**src/rtl/core/mouse_position_button_tracker_top_assert.svh**
```systemverilog
// ----------------------------------------------------------------------------
// Mouse tracker assertion macros
// Concurrent assertion wrappers clocked on clk_i and disabled during reset.
// ----------------------------------------------------------------------------
`ifndef MOUSE_POSITION_BUTTON_TRACKER_TOP_ASSERT_SVH
`define MOUSE_POSITION_BUTTON_TRACKER_TOP_ASSERT_SVH

`ifndef ASSERT_OFF
`define MPBT_ASSERT(lbl, prop, msg) \
  lbl: assert property (@(posedge clk_i) disable iff (!rst_ni) prop) else $error(msg);
`define MPBT_ASSERT_NEXT(lbl, pre, post, msg) \
  lbl: assert property (@(posedge clk_i) disable iff (!rst_ni) pre |=> post) else $error(msg);
`else
`define MPBT_ASSERT(lbl, prop, msg)
`define MPBT_ASSERT_NEXT(lbl, pre, post, msg)
`endif

`endif

```
**src/rtl/core/mpbt_pkg.sv**
```systemverilog
// ----------------------------------------------------------------------------
// Mouse tracker package
// Request and response types, register indexes, widths and shared functions.
// ----------------------------------------------------------------------------
`timescale 1ns / 1ps
`default_nettype none

package mpbt_pkg;

  localparam int NUM_W     = 18;  // |delta| * 8 with delta saturated to 32000
  localparam int DIV_W     = 16;
  localparam int QUOT_W    = NUM_W + 1;
  localparam int POS_W     = 20;
  localparam int DIV_STEPS = NUM_W;
  localparam int STEP_W    = $clog2(DIV_STEPS);
  localparam int BTN_CNT   = 3;

  localparam logic signed [15:0] DELTA_LIM  = 16'sd32000;
  localparam logic signed [15:0] RST_MIN_X  = 16'sd0;
  localparam logic signed [15:0] RST_MAX_X  = 16'sd639;
  localparam logic signed [15:0] RST_MIN_Y  = 16'sd0;
  localparam logic signed [15:0] RST_MAX_Y  = 16'sd199;
  localparam logic [15:0]        RST_DIV_X  = 16'd8;
  localparam logic [15:0]        RST_DIV_Y  = 16'd16;
  localparam logic signed [15:0] RST_POS_X  = 16'sd320;
  localparam logic signed [15:0] RST_POS_Y  = 16'sd100;

  typedef enum logic [2:0] {
    ACT_MOTION       = 3'd0,
    ACT_SET_POS      = 3'd1,
    ACT_READ_PRESS   = 3'd2,
    ACT_READ_RELEASE = 3'd3,
    ACT_READ_MICKEYS = 3'd4
  } action_e;

  typedef enum logic [2:0] {
    CFG_MIN_X   = 3'd0,
    CFG_MAX_X   = 3'd1,
    CFG_MIN_Y   = 3'd2,
    CFG_MAX_Y   = 3'd3,
    CFG_DIV_X   = 3'd4,
    CFG_DIV_Y   = 3'd5,
    CFG_X_SHIFT = 3'd6
  } cfg_idx_e;

  typedef enum logic [1:0] {
    ST_IDLE,
    ST_DIV,
    ST_DONE
  } state_e;

  typedef struct packed {
    logic [2:0]         action;
    logic signed [15:0] delta_x;
    logic signed [15:0] delta_y;
    logic [7:0]         button_bits;
    logic signed [15:0] new_x;
    logic signed [15:0] new_y;
    logic [7:0]         button_index;
  } req_t;

  typedef struct packed {
    logic [6:0]  event_mask;
    logic [7:0]  buttons_now;
    logic [15:0] report_x;
    logic [15:0] report_y;
    logic [15:0] event_count;
    logic [15:0] mickeys_x;
    logic [15:0] mickeys_y;
  } rsp_t;

  typedef struct packed {
    logic             start;
    logic             neg;
    logic [NUM_W-1:0] dividend;
    logic [DIV_W-1:0] divisor;
  } div_req_t;

  function automatic logic signed [15:0] sat_delta(input logic signed [15:0] d);
    logic signed [15:0] r;
    r = d;
    if (d < -DELTA_LIM) r = -DELTA_LIM;
    else if (d > DELTA_LIM) r = DELTA_LIM;
    return r;
  endfunction

  // Limits are used in order even when software writes them swapped.
  function automatic logic signed [POS_W-1:0] clamp_pos(input logic signed [POS_W-1:0] v,
                                                         input logic signed [15:0] a,
                                                         input logic signed [15:0] b);
    logic signed [POS_W-1:0] lo;
    logic signed [POS_W-1:0] hi;
    logic signed [POS_W-1:0] r;
    if (a > b) begin
      lo = POS_W'(b);
      hi = POS_W'(a);
    end else begin
      lo = POS_W'(a);
      hi = POS_W'(b);
    end
    r = v;
    if (v < lo) r = lo;
    else if (v > hi) r = hi;
    return r;
  endfunction

  function automatic logic [15:0] shown_x(input logic [15:0] x, input logic xs);
    return xs ? {x[14:0], 1'b0} : x;
  endfunction

endpackage

`default_nettype wire

```
**src/rtl/core/mouse_position_button_tracker_top.sv**
```systemverilog
// ----------------------------------------------------------------------------
// Mouse position and button tracker
// Driver-side mouse state: motion scaling, clamping, button edge records.
// ----------------------------------------------------------------------------
// One request is handled at a time and always returns one response. A motion
// request with nonzero movement waits on two 18-step bit-serial dividers that
// run side by side to scale x and y; every other request goes straight to the
// finish state. The response sits in an output register, so the next request
// is taken while it waits to be read.
// Configuration writes take effect at once and should be made while idle.
`timescale 1ns / 1ps
`default_nettype none
`include "mouse_position_button_tracker_top_assert.svh"

module mouse_position_button_tracker_top (
  input  wire logic           clk_i,
  input  wire logic           rst_ni,
  input  wire logic           cfg_we_i,
  input  wire logic [2:0]     cfg_idx_i,
  input  wire logic [15:0]    cfg_wdata_i,
  input  wire logic           in_valid_i,
  output logic                in_ready_o,
  input  wire mpbt_pkg::req_t in_req_i,
  output logic                out_valid_o,
  input  wire logic           out_ready_i,
  output mpbt_pkg::rsp_t      out_rsp_o
);
  import mpbt_pkg::*;

  // configuration
  logic signed [15:0] cfg_min_x_q, cfg_max_x_q, cfg_min_y_q, cfg_max_y_q;
  logic [15:0]        cfg_div_x_q, cfg_div_y_q;
  logic               cfg_xs_q;

  // architectural state
  logic signed [15:0] pos_x_q, pos_x_d, pos_y_q, pos_y_d;
  logic [7:0]         btn_q, btn_d;
  logic [15:0]        mick_x_q, mick_x_d, mick_y_q, mick_y_d;
  logic [15:0]        press_cnt_q [BTN_CNT];
  logic [15:0]        press_cnt_d [BTN_CNT];
  logic [15:0]        rel_cnt_q   [BTN_CNT];
  logic [15:0]        rel_cnt_d   [BTN_CNT];
  logic [31:0]        press_pos_q [BTN_CNT];
  logic [31:0]        press_pos_d [BTN_CNT];
  logic [31:0]        rel_pos_q   [BTN_CNT];
  logic [31:0]        rel_pos_d   [BTN_CNT];

  // sequencing
  state_e             state_q, state_d;
  req_t               req_q;
  logic signed [15:0] dx_q, dy_q;
  logic               moved_q;
  logic               accept, commit, start;
  logic               out_valid_q;
  rsp_t               rsp_q, rsp_d;

  // request side
  logic signed [15:0] dx_in, dy_in, dx_abs, dy_abs;
  logic               in_motion, in_moved;
  div_req_t           div_x_req, div_y_req;
  logic               div_x_busy, div_y_busy, div_x_done, div_y_done;
  logic signed [QUOT_W-1:0] quot_x, quot_y;

  // finish datapath
  logic signed [POS_W-1:0] sum_x, sum_y, mv_x, mv_y, set_x, set_y;
  logic signed [15:0]      shifted_x;
  logic [31:0]             pack_pos, lat_pos;
  logic [1:0]              bsel;
  logic [6:0]              mask;
  logic [15:0]             count_out;
  logic                    act_motion, act_read;

  // --------------------------------------------------------------------------
  // Configuration registers
  // --------------------------------------------------------------------------
  always_ff @(posedge clk_i or negedge rst_ni) begin
    if (!rst_ni) begin
      cfg_min_x_q <= RST_MIN_X;
      cfg_max_x_q <= RST_MAX_X;
      cfg_min_y_q <= RST_MIN_Y;
      cfg_max_y_q <= RST_MAX_Y;
      cfg_div_x_q <= RST_DIV_X;
      cfg_div_y_q <= RST_DIV_Y;
      cfg_xs_q    <= 1'b0;
    end else if (cfg_we_i) begin
      unique case (cfg_idx_e'(cfg_idx_i))
        CFG_MIN_X:   cfg_min_x_q <= $signed(cfg_wdata_i);
        CFG_MAX_X:   cfg_max_x_q <= $signed(cfg_wdata_i);
        CFG_MIN_Y:   cfg_min_y_q <= $signed(cfg_wdata_i);
        CFG_MAX_Y:   cfg_max_y_q <= $signed(cfg_wdata_i);
        CFG_DIV_X:   cfg_div_x_q <= cfg_wdata_i;
        CFG_DIV_Y:   cfg_div_y_q <= cfg_wdata_i;
        CFG_X_SHIFT: cfg_xs_q    <= cfg_wdata_i[0];
        default: ;
      endcase
    end
  end

  // --------------------------------------------------------------------------
  // Request intake and divider launch
  // --------------------------------------------------------------------------
  assign dx_in     = sat_delta(in_req_i.delta_x);
  assign dy_in     = sat_delta(in_req_i.delta_y);
  assign dx_abs    = dx_in[15] ? -dx_in : dx_in;
  assign dy_abs    = dy_in[15] ? -dy_in : dy_in;
  assign in_motion = action_e'(in_req_i.action) == ACT_MOTION;
  assign in_moved  = (dx_in != 16'sd0) || (dy_in != 16'sd0);

  // A divisor register of zero falls back to its reset value.
  assign div_x_req = '{start:    start,
                       neg:      dx_in[15],
                       dividend: {dx_abs[14:0], 3'b000},
                       divisor:  (cfg_div_x_q == '0) ? RST_DIV_X : cfg_div_x_q};
  assign div_y_req = '{start:    start,
                       neg:      dy_in[15],
                       dividend: {dy_abs[14:0], 3'b000},
                       divisor:  (cfg_div_y_q == '0) ? RST_DIV_Y : cfg_div_y_q};

  mpbt_div u_div_x (
    .clk_i  (clk_i),
    .rst_ni (rst_ni),
    .req_i  (div_x_req),
    .busy_o (div_x_busy),
    .done_o (div_x_done),
    .quot_o (quot_x)
  );

  mpbt_div u_div_y (
    .clk_i  (clk_i),
    .rst_ni (rst_ni),
    .req_i  (div_y_req),
    .busy_o (div_y_busy),
    .done_o (div_y_done),
    .quot_o (quot_y)
  );

  // --------------------------------------------------------------------------
  // Sequencer
  // --------------------------------------------------------------------------
  always_comb begin
    state_d = state_q;
    unique case (state_q)
      ST_IDLE: begin
        if (accept) state_d = (in_motion && in_moved) ? ST_DIV : ST_DONE;
      end
      ST_DIV: begin
        if (div_x_done) state_d = ST_DONE;
      end
      ST_DONE: begin
        if (commit) state_d = ST_IDLE;
      end
      default: state_d = ST_IDLE;
    endcase
  end

  always_comb begin
    in_ready_o = (state_q == ST_IDLE);
    accept     = in_valid_i && in_ready_o;
    start      = accept && in_motion && in_moved;
    commit     = (state_q == ST_DONE) && (!out_valid_q || out_ready_i);
  end

  always_ff @(posedge clk_i or negedge rst_ni) begin
    if (!rst_ni) begin
      state_q     <= ST_IDLE;
      out_valid_q <= 1'b0;
    end else begin
      state_q <= state_d;
      if (commit) out_valid_q <= 1'b1;
      else if (out_ready_i) out_valid_q <= 1'b0;
    end
  end

  always_ff @(posedge clk_i) begin
    if (accept) begin
      req_q   <= in_req_i;
      dx_q    <= dx_in;
      dy_q    <= dy_in;
      moved_q <= in_moved;
    end
    if (commit) rsp_q <= rsp_d;
  end

  // --------------------------------------------------------------------------
  // Finish: state update and response
  // --------------------------------------------------------------------------
  assign sum_x     = POS_W'(pos_x_q) + POS_W'(quot_x);
  assign sum_y     = POS_W'(pos_y_q) + POS_W'(quot_y);
  assign mv_x      = clamp_pos(sum_x, cfg_min_x_q, cfg_max_x_q);
  assign mv_y      = clamp_pos(sum_y, cfg_min_y_q, cfg_max_y_q);
  assign shifted_x = cfg_xs_q ? (req_q.new_x >>> 1) : req_q.new_x;
  assign set_x     = clamp_pos(POS_W'(shifted_x), cfg_min_x_q, cfg_max_x_q);
  assign set_y     = clamp_pos(POS_W'(req_q.new_y), cfg_min_y_q, cfg_max_y_q);
  assign bsel      = (req_q.button_index >= 8'd3) ? 2'd0 : req_q.button_index[1:0];
  assign act_motion = action_e'(req_q.action) == ACT_MOTION;
  assign act_read   = (action_e'(req_q.action) == ACT_READ_PRESS) ||
                      (action_e'(req_q.action) == ACT_READ_RELEASE);

  always_comb begin
    pos_x_d   = pos_x_q;
    pos_y_d   = pos_y_q;
    btn_d     = btn_q;
    mick_x_d  = mick_x_q;
    mick_y_d  = mick_y_q;
    mask      = '0;
    count_out = '0;
    lat_pos   = '0;
    for (int k = 0; k < BTN_CNT; k++) begin
      press_cnt_d[k] = press_cnt_q[k];
      rel_cnt_d[k]   = rel_cnt_q[k];
      press_pos_d[k] = press_pos_q[k];
      rel_pos_d[k]   = rel_pos_q[k];
    end

    unique case (action_e'(req_q.action))
      ACT_MOTION: begin
        if (moved_q) begin
          pos_x_d  = mv_x[15:0];
          pos_y_d  = mv_y[15:0];
          mick_x_d = mick_x_q + dx_q;
          mick_y_d = mick_y_q + dy_q;
          mask[0]  = 1'b1;
        end
        btn_d = req_q.button_bits;
      end
      ACT_SET_POS: begin
        pos_x_d = set_x[15:0];
        pos_y_d = set_y[15:0];
      end
      ACT_READ_PRESS: begin
        count_out         = press_cnt_q[bsel];
        lat_pos           = press_pos_q[bsel];
        press_cnt_d[bsel] = '0;
      end
      ACT_READ_RELEASE: begin
        count_out       = rel_cnt_q[bsel];
        lat_pos         = rel_pos_q[bsel];
        rel_cnt_d[bsel] = '0;
      end
      ACT_READ_MICKEYS: begin
        mick_x_d = '0;
        mick_y_d = '0;
      end
      default: ;
    endcase

    // Button edges latch the position after this request's motion.
    pack_pos = {pos_y_d, pos_x_d};
    if (act_motion) begin
      for (int k = 0; k < BTN_CNT; k++) begin
        if (req_q.button_bits[k] != btn_q[k]) begin
          if (req_q.button_bits[k]) begin
            press_cnt_d[k]  = press_cnt_q[k] + 16'd1;
            press_pos_d[k]  = pack_pos;
            mask[1 + 2 * k] = 1'b1;
          end else begin
            rel_cnt_d[k]    = rel_cnt_q[k] + 16'd1;
            rel_pos_d[k]    = pack_pos;
            mask[2 + 2 * k] = 1'b1;
          end
        end
      end
    end

    rsp_d.event_mask  = mask;
    rsp_d.buttons_now = btn_d;
    rsp_d.report_x    = shown_x(act_read ? lat_pos[15:0] : pos_x_d, cfg_xs_q);
    rsp_d.report_y    = act_read ? lat_pos[31:16] : pos_y_d;
    rsp_d.event_count = count_out;
    // Reading the mickeys returns the counts from before they clear.
    rsp_d.mickeys_x   = act_motion ? mick_x_d : mick_x_q;
    rsp_d.mickeys_y   = act_motion ? mick_y_d : mick_y_q;
  end

  always_ff @(posedge clk_i or negedge rst_ni) begin
    if (!rst_ni) begin
      pos_x_q  <= RST_POS_X;
      pos_y_q  <= RST_POS_Y;
      btn_q    <= '0;
      mick_x_q <= '0;
      mick_y_q <= '0;
      for (int k = 0; k < BTN_CNT; k++) begin
        press_cnt_q[k] <= '0;
        rel_cnt_q[k]   <= '0;
        press_pos_q[k] <= '0;
        rel_pos_q[k]   <= '0;
      end
    end else if (commit) begin
      pos_x_q  <= pos_x_d;
      pos_y_q  <= pos_y_d;
      btn_q    <= btn_d;
      mick_x_q <= mick_x_d;
      mick_y_q <= mick_y_d;
      for (int k = 0; k < BTN_CNT; k++) begin
        press_cnt_q[k] <= press_cnt_d[k];
        rel_cnt_q[k]   <= rel_cnt_d[k];
        press_pos_q[k] <= press_pos_d[k];
        rel_pos_q[k]   <= rel_pos_d[k];
      end
    end
  end

  assign out_valid_o = out_valid_q;
  assign out_rsp_o   = rsp_q;

  // --------------------------------------------------------------------------
  // Assertions
  // --------------------------------------------------------------------------
  `MPBT_ASSERT(a_div_lockstep, (div_x_busy == div_y_busy) && (div_x_done == div_y_done), "x and y dividers out of step")
  `MPBT_ASSERT(a_idle_div_free, (state_q == ST_IDLE) |-> !div_x_busy, "divider busy while idle")
  `MPBT_ASSERT(a_div_motion, (state_q == ST_DIV) |-> (req_q.action == ACT_MOTION), "divide state for a non-motion request")
  `MPBT_ASSERT_NEXT(a_commit_loads, commit, out_valid_q, "finished request did not present a response")

endmodule

`default_nettype wire

```
**src/rtl/core/mpbt_div.sv**
```systemverilog
// ----------------------------------------------------------------------------
// Mouse tracker serial divider
// Restoring divider, one quotient bit per cycle, signed result from magnitude.
// ----------------------------------------------------------------------------
`timescale 1ns / 1ps
`default_nettype none

module mpbt_div (
  input  wire logic                                clk_i,
  input  wire logic                                rst_ni,
  input  wire mpbt_pkg::div_req_t                  req_i,
  output logic                                     busy_o,
  output logic                                     done_o,
  output logic signed [mpbt_pkg::QUOT_W-1:0]       quot_o
);
  import mpbt_pkg::*;

  logic [DIV_W-1:0]  rem_q, rem_d;
  logic [NUM_W-1:0]  num_q;
  logic [DIV_W-1:0]  dsr_q;
  logic              neg_q;
  logic              busy_q;
  logic [STEP_W-1:0] cnt_q;
  logic [DIV_W:0]    rem_sh, rem_sub;
  logic              qbit;
  logic [QUOT_W-1:0] mag;

  // Dividend bits leave at the top of num_q while quotient bits enter below.
  assign rem_sh  = {rem_q, num_q[NUM_W-1]};
  assign rem_sub = rem_sh - {1'b0, dsr_q};
  assign qbit    = rem_sh >= {1'b0, dsr_q};
  assign rem_d   = qbit ? rem_sub[DIV_W-1:0] : rem_sh[DIV_W-1:0];

  always_ff @(posedge clk_i or negedge rst_ni) begin
    if (!rst_ni) begin
      busy_q <= 1'b0;
      cnt_q  <= '0;
    end else if (req_i.start) begin
      busy_q <= 1'b1;
      cnt_q  <= STEP_W'(DIV_STEPS - 1);
    end else if (busy_q) begin
      cnt_q <= cnt_q - 1'b1;
      if (cnt_q == '0) busy_q <= 1'b0;
    end
  end

  always_ff @(posedge clk_i) begin
    if (req_i.start) begin
      rem_q <= '0;
      num_q <= req_i.dividend;
      dsr_q <= req_i.divisor;
      neg_q <= req_i.neg;
    end else if (busy_q) begin
      rem_q <= rem_d;
      num_q <= {num_q[NUM_W-2:0], qbit};
    end
  end

  assign mag    = {1'b0, num_q};
  assign busy_o = busy_q;
  assign done_o = busy_q && (cnt_q == '0);
  assign quot_o = neg_q ? $signed(~mag + 1'b1) : $signed(mag);

endmodule

`default_nettype wire

```
**config.mk**
```make
export PLATFORM = sky130hd
export DESIGN_NAME = mouse_position_button_tracker_top
export DESIGN_NICKNAME = d
export VERILOG_FILES = /design/src/rtl/core/mpbt_pkg.sv /design/src/rtl/core/mouse_position_button_tracker_top.sv /design/src/rtl/core/mpbt_div.sv
export VERILOG_INCLUDE_DIRS = /design/src /design/src/rtl/core
export SDC_FILE = /design/constraint.sdc
export NUM_CORES = 2
export LEC_CHECK = 0
export ABC_AREA = 1
export BUFFER_PORTS_ARGS = -buffer_cell sky130_fd_sc_hd__clkbuf_2
export CAP_MARGIN = 15
export CORE_MARGIN = 1
export CORE_UTILIZATION = 45
export DETAILED_ROUTE_END_ITERATION = 6
export PLACE_DENSITY_LB_ADDON = 0.12
export SLEW_MARGIN = 20
export SYNTH_ARGS = -nofsm -noshare
export SYNTH_HDL_FRONTEND = slang
export SYNTH_HIERARCHICAL = 1
export SYNTH_SLANG_ARGS = --single-unit
```
**constraint.sdc**
```tcl
create_clock -name clk_i -period 8.1 [get_ports clk_i]
set_input_delay 1.62 -clock clk_i [delete_from_list [all_inputs] [get_ports clk_i]]
set_output_delay 1.62 -clock clk_i [all_outputs]
set_load 0.05 [all_outputs]
```
* After elaboration in Yosys (flattened, before gate mapping)
Cells that the tools add are included.
** Storage, ports and cells
- Register bits after elaboration :: 753
- Bits of input ports :: 107
- Output and inout bits :: 97
- Word-level logic and storage cells :: 262
** Cells by class
- Add/subtract/negate cells :: 18
- Order comparisons :: 19
- Eq/ne operators :: 18
- Muxes and demuxes :: 98
- Bitwise logic cells :: 9
- Reductions and logical operators :: 41
** Operators with widths (number)
- two-way mux 16 bit :: 40
- two-way mux 48 bit :: 4
- one-hot mux 16 bit (2 select lines) :: 5
- binary-select mux 32 bit (select 2 bit) :: 2
- two-way mux 32 bit :: 4
- adder 16 x 1 -> 16 bit (second input constant) :: 6
- bitwise AND 48 bit :: 2
- two-way mux 20 bit :: 4
- two-way mux 18 bit :: 4
- binary-select mux 16 bit (select 2 bit) :: 2
- one-hot mux 32 bit (2 select lines) :: 1
- inverter 48 bit :: 1
- two-way mux 15 bit :: 3
- adder 16 x 19 -> 20 bit :: 2
- greater-than comparator 16 x 20 -> 1 bit :: 2
- greater-than comparator 20 bit :: 2
- < comparator 16 x 20 -> 1 bit :: 2
- < comparator 20 bit :: 2
- adder 19 x 1 -> 19 bit (second input constant) :: 2
- two-way mux 19 bit :: 2
- inverter 18 -> 19 bit :: 2
- >= comparator 17 x 16 -> 1 bit :: 2
- adder 16 bit :: 2
- demux 16 bit (select 2 bit) :: 1
- other kinds (36) :: 104

* Logic depth before layout (Yosys ltp)
- Word-level depth :: 13
- Depth in mapped cells :: 46

* By module
The synthesis kept the hierarchy.
** By module, submodules not included
- mouse_position_button_tracker_top :: times used 1, cells each 4958, area an instance 38668.3 sq um, seq. area each 16911.2 sq um
- mpbt_div :: times used 2, cells each 515, area an instance 3860.0 sq um, seq. area each 1521.5 sq um

* Worst setup path after synthesis
Ideal clock, no wire load.
- Kind :: in2reg
- From :: input in_valid_i
- To :: register dx_q[0], enable pin
- Data arrival time :: 7.347 ns
- Required time :: 7.470 ns
- Path slack :: 0.123 ns
- Stages :: 2
- Cell sequence :: inv_1 > nor3_1
** Between the ends
- Cells in the longest elaborated chain, start to end :: 1
** RTL lines
- start, declared :: line mouse_position_button_tracker_top.sv:21 : input wire logic in_valid_i,
- logical AND 1 bit :: line mouse_position_button_tracker_top.sv:158 : accept = in_valid_i && in_ready_o;
- named net accept :: line mouse_position_button_tracker_top.sv:53 : logic accept, commit, start;
- end signal, assigned :: line mouse_position_button_tracker_top.sv:177 : dx_q <= dx_in;
- end, declared :: line mouse_position_button_tracker_top.sv:51 : logic signed [15:0] dx_q, dy_q;
The timed path passes the listed nets, and every way through them passes these cells.
A chain may end at the register's enable or synchronous reset.

==> flow_summary.yaml <==
global_route:
  grt_use_met1_pct: 43.16
  first_global_vias: 38270
  grt_use_met3_pct: 4.627
  groute.usage.overall_pct: 28.64
  gr-usage-met2_pct: 42.68
  busiest_layer: "met1"
  grt_max_degree: 150
  global_route_wire_length_before_repair_um: 229300
  grt_overflow: 0
  grt_antenna_before_repair: 0
setup_path:
  timing.critical_path.to_type: "flip-flop"
  crit_path_top_delay_cell: "sky130_fd_sc_hd__edfxtp_1"
  timing.critical_path.arrival_ns: 7.35
  cp.buffers_inverters: 3
  path_delay_family: "simple AND/OR/NAND/NOR gates"
  cp-start-kind: "flip-flop"
  critPathMaxStageDelay_ns: 0.59
  crit_path_max_fanout: 25
  crit_required_ns: 8.53
  worst-setup-path-type: "reg2reg"
  cp_common_cell: "sky130_fd_sc_hd__nand2_1"
clock_tree:
  root_buffer: "sky130_fd_sc_hd__clkbuf_16"
  ctsHoldBuffers: 0
  cts.sinks: 753
  cts_max_level: 3
  ctsLongestPathBuffers: 3
  clock_latency_of_the_later_clocked_register_in_the_worst_skew_pair_ns: 0.69
  cts_tree: "done"
  cts_post_setup_buffers_inserted: 0
  cts-buffers-inserted: 90
  cts.repair.resized: 0
  clk_transition_reported_paths_ns: 0.06
floorplanning:
  overall_die_width_um: 323.1
  pin_count: 204
  num_rows: 117
  die_area_sq_um: 104400
  die-height_um: 323.1
  placeableCoreArea_sq_um: 102000
  floorplan.initialDensity_pct: 45.46
drt:
  wl_um: 149000
  detail_route.wl_per_cell_um: 19.75
  num_vias: 41240
  via_per_inst: 5.465
  antenna_violating_nets_post_route: 0
  drt_pre_antenna_iters: 6
  drc_errors: 0
  drt-initial-drc-count: 4329
power:
  combPwrFrac_pct: 55.2
  share_seq_of_total_power_pct: 26.2
  leakagePower_nw: 25.36
  power.switching_fraction_pct: 48.91
  vdd.ir_drop.worst_mv: 0.2732
  p_switching_w: 0.01158
  power_per_cell_area_nw_per_um2: 456.0
  pwr-share-clk_pct: 18.6
  p_int_w: 0.01210
finish:
  antenna-diode-count: 0
  num-nets-final: 6492
  fill_cells: 9926
  fraction_of_final_layout_cells_sized_beyond_drive_strength_1_pct: 8.920
  syn_to_final_growth_pct: 11.98
logic_synthesis:
  synth.yosys.warnings: 6
  avgSynthCellArea_sq_um: 7.748
  syn-instance-count: 5987
  syn_area_sq_um: 46380
timing:
  tightestPinTransition_ns: 1.127
  finalCritPeriodShare_pct: 85.53
  final-setup-viol-count: 0
  timing.final.crit_period_ns: 6.928
  final-max-slew-violation-count: 0
  max_freq_mhz: 144.3
  finalHoldViolations: 0
  skew_ns: 0.03121
  worst_hold_slack_ns: 0.4674
  finalSetupTns_ns: 0
  rsz0062_at_grt: "no"
  timing.max_slew.rel_slack_pct: 24.35
hold_path:
  hp-class: "reg2reg"
place:
  numPortBuffers: 203
  hpwl_um: 106400
  place_congestion: 0.9621
run:
  drv.max_cap_violation_count: 0
status:
  outcome: "finished clean"
worst paths after layout:
check | startpoint | endpoint | slack [ns] | cells after the start
max | u_div_y/neg_q$_DFFE_PP_ | out_rsp_o[63]$_DFFE_PP_ | 1.17 | 36
min | u_div_y/rem_q[6]$_SDFFE_PP0P_ | u_div_y/rem_q[6]$_SDFFE_PP0P_ | 0.47 | 2
max reg2reg | u_div_y/neg_q$_DFFE_PP_ | out_rsp_o[63]$_DFFE_PP_ | 1.17 | 36
min reg2reg | u_div_y/rem_q[6]$_SDFFE_PP0P_ | u_div_y/rem_q[6]$_SDFFE_PP0P_ | 0.47 | 2
max in group asynchronous | rst_ni | pos_y_q[9]$_DFFE_PN0P_ | 5.74 | 2
min in group asynchronous | rst_ni | rel_cnt_q[25]$_DFFE_PN0P_ | 1.00 | 1
through the flow:
step | total power [W] | cells | cell area (sq um) | utilization (%) | setup WS, ns
floorplan | 0.01547 | 5992 | 46400 | - | 0.1233
global placement | 0.01892 | 7374 | 48690 | 47.72 | 1.273
detailed placement | 0.01906 | 7374 | 48690 | 47.72 | 1.246
CTS | 0.02358 | 7544 | 51920 | 50.89 | 1.216
global route | 0.02565 | 7545 | 51940 | 50.91 | 0.4323
finish | 0.02368 | 7545 | 51940 | 50.91 | 1.172
worst min-delay path, delay by kind of cell (launching register included):
kind             cells  cell delay, ns
and+or+nand+nor      2            0.10
DFF                  1            0.32
layout by cell type, fill, tap and decap left out, drive strengths merged, types with 30 or more instances in the layout:
cell / count
nor2: 327
nand2: 1806
o21ai: 587
edfxtp: 249
dfxtp: 32
clkinv: 32
o22ai: 93
a221oi: 31
a31oi: 30
nand4: 66
inv: 774
xor2: 107
a21oi: 262
buf: 72
dfrtp: 452
nor3: 73
nand3: 246
xnor2: 35
ha: 280
o211ai: 30
nand3b: 45
clkbuf: 322
power by group through the flow:
| stage | logic, W | clock network (W) | registers, W |
|---|---|---|---|
| floorplan | 0.00882 | 0 | 0.00665 |
| global placement | 0.0127 | 0 | 0.00623 |
| detailed placement | 0.0128 | 0 | 0.00623 |
| CTS | 0.0129 | 0.00449 | 0.00618 |
| global route | 0.0147 | 0.00463 | 0.00634 |
| finish | 0.0131 | 0.00441 | 0.00621 |
final cells by class:
cell class	instances	area (sq um)	share of cell area [%]
multi-input cells	4206	22540	43.39
clock buffers	120	2507	4.827
inverters	774	2913	5.608
flip-flops and latches	753	19950	38.42
well taps	1368	1712	3.295
repair buffers	274	1597	3.074
clock inverters	50	719.4	1.385
registers in the layout, summed over array words and instances (netlist names), 18 cells and up:
register and flops:
out_rsp_o 95, press_cnt_q 48, press_pos_q 96, rel_cnt_q 48, rel_pos_q 96, req_q 51
u_div_x/num_q 18, u_div_y/num_q 18
per-layer routing:
layer / up-vias / wire length, um
li1: 20060 / -
met1: 19460 / 70840
met2: 1503 / 63110
met3: 213 / 11810
met4: 0 / 3246
met5: - / 0
No activity file was read; power rests on OpenSTA's default activity.
